## src/design/tpr_pkg.sv

```systemverilog
package tpr_pkg;
	typedef enum logic [1:0] {
		CMD_LABEL = 2'd0,
		CMD_SCORE = 2'd1,
		CMD_EOR   = 2'd2,
		CMD_CLEAR = 2'd3
	} cmd_t;

	// one word carried from front to back
	typedef struct packed {
		cmd_t        cmd;
		logic [31:0] id;
		logic [31:0] value;
	} item_t;

	// back end sequencer states
	typedef enum logic [2:0] {
		ST_IDLE,
		ST_SCAN,
		ST_SHIFT,
		ST_MATCH,
		ST_LREAD,
		ST_FINISH
	} state_t;

	localparam logic [31:0] SAT32 = 32'hFFFF_FFFF;
	localparam logic [15:0] SAT16 = 16'hFFFF;
endpackage

```

## src/design/tpr_fifo.sv

```systemverilog
// Small word queue between front and back
module tpr_fifo #(
	parameter int DEPTH = 2
) (
	input  logic            clk,
	input  logic            arst_n,
	input  logic            wr_en,
	input  tpr_pkg::item_t  wr_data,
	output logic            full,
	input  logic            rd_en,
	output tpr_pkg::item_t  rd_data,
	output logic            empty
);
	localparam int AW = (DEPTH > 1) ? $clog2(DEPTH) : 1;
	tpr_pkg::item_t mem_q [DEPTH];
	logic [AW-1:0] wp_q, rp_q;
	logic [AW:0]   cnt_q;

	assign full    = (cnt_q == (AW+1)'(DEPTH));
	assign empty   = (cnt_q == '0);
	assign rd_data = mem_q[rp_q];

	// storage
	always_ff @(posedge clk) begin
		if (wr_en && !full) mem_q[wp_q] <= wr_data;
	end

	// pointers
	always_ff @(posedge clk or negedge arst_n) begin
		if (!arst_n) begin
			wp_q  <= '0;
			rp_q  <= '0;
			cnt_q <= '0;
		end else begin
			if (wr_en && !full)
				wp_q <= (wp_q == AW'(DEPTH-1)) ? '0 : wp_q + 1'b1;
			if (rd_en && !empty)
				rp_q <= (rp_q == AW'(DEPTH-1)) ? '0 : rp_q + 1'b1;
			cnt_q <= cnt_q + (AW+1)'(wr_en && !full) - (AW+1)'(rd_en && !empty);
		end
	end
endmodule

```

## config.mk

```make
export PLATFORM = sky130hd
export DESIGN_NAME = tpr_fifo
export DESIGN_NICKNAME = d
export VERILOG_FILES = /design/src/design/tpr_pkg.sv /design/src/design/tpr_fifo.sv
export SDC_FILE = /design/constraint.sdc
export NUM_CORES = 1
export LEC_CHECK = 0
export ABC_AREA = 1
export BUFFER_PORTS_ARGS = -buffer_cell sky130_fd_sc_hd__buf_4
export CORE_MARGIN = 5
export CORE_UTILIZATION = 44
export DETAILED_ROUTE_END_ITERATION = 8
export PLACE_DENSITY_LB_ADDON = 0.12
export REMOVE_ABC_BUFFERS = 1
export SYNTH_ARGS = -nofsm -noshare
export SYNTH_HDL_FRONTEND = slang
export SYNTH_SLANG_ARGS = --single-unit
export TNS_END_PERCENT = 100
```

## constraint.sdc

```tcl
create_clock -name clk -period 3.4 [get_ports clk]
set_input_delay 0.34 -clock clk [delete_from_list [all_inputs] [get_ports clk]]
set_output_delay 0.34 -clock clk [all_outputs]
set_load 0.05 [all_outputs]
```

; ---- After elaboration in Yosys (flattened, before gate mapping)
; Memory sizes are Yosys's and may differ from the RTL's.
; Cells that the tools add are included.
[totals]
ff_bits = 4
ram_bits = 132
input_bits = 70
wordCells = 18
mem_count = 1
[op_classes]
addsub = 4
eq_ne = 1
n_mux = 4
n_reduce_logical = 5
[memory_table]
columns = name, words, width, read_ports, rd_clocked_by_memory_dff, write_ports, line_no
row1 = mem_q, 2, 66, 1, 0, 1, tpr_fifo.sv:15  ; tpr_pkg::item_t mem_q [DEPTH];
[ops]
columns = op, n
row1 = $mux 1, 4
row2 = $add 1x1->1 const B, 2
row3 = $add 2x1->2, 1
row4 = $eq 2x2->1 const B, 1
row5 = $logic_and 1x1->1, 2
row6 = $logic_not 1->1, 2
row7 = $logic_not 2->1, 1
row8 = $sub 2x1->2, 1

; ---- Longest topological paths before layout
[depth]
depth_word = 5
ltp_mapped = 10

; ---- Worst setup path after synthesis
; No wires, ideal clock.
[synth_timing]
kind = register to register
from = register cnt_q[1]
to = memory mem_q[1][0] (netlist name) (enable)
setup_time_ns = 0.490
arrival_time_ns = 3.316
required_time_ns = 2.910
setup_slack_ns = -0.406
path_stages_with_launch = 4
path_cell_list = dfrtp_1 nand2_1 nand2_1 nor2_1
[synth_via]
elab_chain_len = 5
[synth_lines]
columns = item, line_no
row1 = "start, declared", tpr_fifo.sv:17  ; logic [AW:0] cnt_q;
row2 = "start signal, assigned", tpr_fifo.sv:39  ; cnt_q <= cnt_q + (AW+1)'(wr_en && !full) - (AW+1)'(rd_en && !empty);
row3 = $eq 2x2->1, tpr_fifo.sv:19  ; assign full = (cnt_q == (AW+1)'(DEPTH));
row4 = $logic_not 1->1, tpr_fifo.sv:25  ; if (wr_en && !full) mem_q[wp_q] <= wr_data;
row5 = $logic_and 1x1->1, tpr_fifo.sv:25
row6 = $mux 1, tpr_fifo.sv:25
row7 = $mux 1 (not written as such), tpr_fifo.sv:25
row8 = "end, declared", tpr_fifo.sv:15
; Every way passes these cells.

==> flow_summary.json <==
{
  "drt_wl_total_mm": 10.3,
  "grt_pass1_wl_mm": 15.7,
  "antenna_found_initial": 0,
  "maxSlewHeadroom_pct": 20.3,
  "fin_tns_setup_ps": 0,
  "finalClockSkew_ps": 6.15,
  "max_freq_mhz": 400,
  "ys.flop_type": "edfxtp_1",
  "synth_edf_count": 132,
  "yosysWarnings": 0,
  "finalCritPeriodShare_pct": 73.5,
  "clock_latency_ps": 400,
  "drt_iter0_drc": 131,
  "async_flop_share_pct": 2.94,
  "multiInputGateArea_um2": 843,
  "max_stage_delay_ps": 840,
  "yosysTopAreaCell": "edfxtp_1",
  "drv_slew": 0,
  "finalSetupViolCount": 0,
  "cp.required_ps": 3060,
  "cp_cell_sequence": "inv_2 > nand2_1 > nand2_1 > buf_4",
  "cts-root-buf": "clkbuf_16",
  "grt_use_total_pct": 15.5,
  "hp-class": "primary input to register",
  "layout.cells.non_filler": 681,
  "post_cts_buffers": 0,
  "p_per_area_nw_per_um2": 1080,
  "hold_depth": 1,
  "rows": 39,
  "slowest_stage": "inv_2",
  "crit_buf_inv": 2,
  "netlist_area_um2": 5050,
  "cap_violations": 0,
  "place_inst": 648,
  "synthTopCellsByArea": "edfxtp_1 (78%), nand2_1 (16%), dfrtp_1 (2.0%)",
  "seq_area_um2": 4070,
  "ys_seq_elements": 136,
  "die-area_um2": 13700,
  "synth_top_area_share_pct": 78.5,
  "drt_pass1_iterations": 4,
  "syn_to_final_growth_pct": 33.6,
  "critPathLaunchType": "register",
  "fp.dieW_um": 117,
  "period_needed_ps": 2500,
  "ios": 138,
  "die_y_um": 117,
  "cts_tree": "yes",
  "design.core.area_um2": 11300,
  "timing_worst_setup_path_type": "register to output pin",
  "worstMarginPinSlew_ps": 1190,
  "avgRoutedWirePerCell_um": 15.1,
  "regToRegSetupSlack_ps": 1510,
  "ir_worst_vdd_mv": 0.777,
  "drive_gt1_share_pct": 32.5,
  "crit_cells": 4,
  "routabilityCongestion": 0.694,
  "routed-via-count": 3160,
  "cp.arrival_ps": 2160,
  "cp_max_fo": 67,
  "end_kind": "output pin",
  "viasPerCell": 4.64,
  "syn_inst": 379,
  "antenna_cells": 0,
  "clkSlewWorstSetupHoldPaths_ps": 60,
  "yosysSeqAreaShare_pct": 80.4,
  "htree_levels": 4,
  "hold_viol_final": 0,
  "reg2reg_from": "cnt_q[1]$_DFF_PN0_",
  "yosysMostFrequentCell": "nand2_1",
  "p_leak_uw": 0.00293,
  "yosysUniqueCellTypes": 11,
  "clockBufferDepth": 2,
  "status": "completed",
  "cpMostUsedCell": "nand2_1",
  "cts_sinks": 136,
  "ant_nets": 0,
  "final.fill_count": 906,
  "rsz0062_at_grt": "false",
  "r2r-end": "mem_q[0][39]$_DFFE_PP_",
  "reg2reg_depth": 4,
  "layout.nets": 597,
  "synthTopCellsByCount": "nand2_1 (211), edfxtp_1 (132), inv_1 (10)",
  "dp_hpwl_mm": 6.44,
  "port_buffers": 137,
  "grt_pass1_vias": 3252,
  "crit_family": "buffers and inverters",
  "cp-startpoint": "rp_q$_DFFE_PN0P_",
  "overflow": 0,
  "syn_area_per_cell_um2": 13.3,
  "cts_buffers": 17,
  "drc_errors": 0,
  "grt_max_degree": 68,
  "start_util_pct": 44.6,
  "cp-endpoint": "rd_data[62]",
  "hp-start": "wr_data[11]"
}
what timing repair did:
item                      4_1_cts  5_1_grt
hold endpoints to repair        4        0
gates resized for setup         0        0
hold buffers                    1        0
placed cells by master, fill, tap and decap left out:
cell | synthesis | final
dfrtp_2 | 0 | 1
buf_12 | 0 | 1
dfrtp_1 | 4 | 3
edfxtp_1 | 132 | 132
inv_1 | 10 | 9
clkbuf_16 | 0 | 17
clkinv_2 | 0 | 7
nand2_1 | 211 | 211
nor2_4 | 0 | 1
bufinv_16 | 0 | 1
inv_2 | 1 | 2
clkinvlp_4 | 0 | 2
nand3_1 | 3 | 3
ha_1 | 2 | 2
buf_4 | 2 | 140
dlygate4sd3_1 | 0 | 1
clkbuf_1 | 0 | 1
clkinv_4 | 0 | 3
clkinv_1 | 0 | 1
worst min path at each step:
| stage | end | slack (ps) |
|---|---|---|
| 2_1_floorplan | cnt_q[0]$_DFF_PN0_ | 40 |
| 3_3_place_gp | cnt_q[0]$_DFF_PN0_ | 140 |
| 3_5_place_dp | cnt_q[0]$_DFF_PN0_ | 140 |
| 4_1_cts | mem_q[1][11]$_DFFE_PP_ | 100 |
| 5_1_grt | mem_q[0][10]$_DFFE_PP_ | 100 |
| 6_report | mem_q[1][11]$_DFFE_PP_ | 120 |
through the flow:
step / hold slack [ps] / power, µW / utilization [%] / cell area (µm²) / worst slack (ps)
2_1_floorplan: 44.4 / 4680 / - / 4940 / -406
3_3_place_gp: 141 / 5740 / 54.8 / 6200 / 1300
3_5_place_dp: 141 / 5770 / 54.8 / 6200 / 1280
4_1_cts: 104 / 7420 / 59.6 / 6750 / 849
5_1_grt: 97.7 / 7710 / 59.6 / 6750 / 670
6_report: 121 / 7310 / 59.6 / 6750 / 900
state kept, by name, summed over array words and instances (netlist names):
signal and cells:
wp_q 1, rp_q 1, cnt_q 2, mem_q 132
where the power goes:
part | switching (µW) | internal [µW]
registers | 87.8 | 2290
clock network | 636 | 994
logic | 2480 | 830
total | 3200 | 4110
metal layers:
metal  vias up  part of all wire, %  global-route usage (%)
li1       1560                    -                       -
met1      1489                   42                    18.7
met2       105                   49                    25.3
met3         6                  8.5                    6.48
met4         0                 0.73                    5.20
met5         -                    0                       0
layout make-up:
type | count | area share, %
Sequential cell | 136 | 60.2
Timing Repair Buffer | 142 | 16.0
Multi-Input combinational cell | 217 | 12.5
Clock buffer | 18 | 6.36
Tap cell | 143 | 2.65
Clock inverter | 14 | 1.63
Inverter | 11 | 0.612
logic make-up after synthesis:
logic type | Yosys count | share of synthesized area, %
and+or+nand+nor | 215 | 16.0
DFF | 136 | 80.4
buffers and inverters | 26 | 3.02
adders and majority gates | 2 | 0.495
No activity file was read; power rests on OpenSTA's default activity.
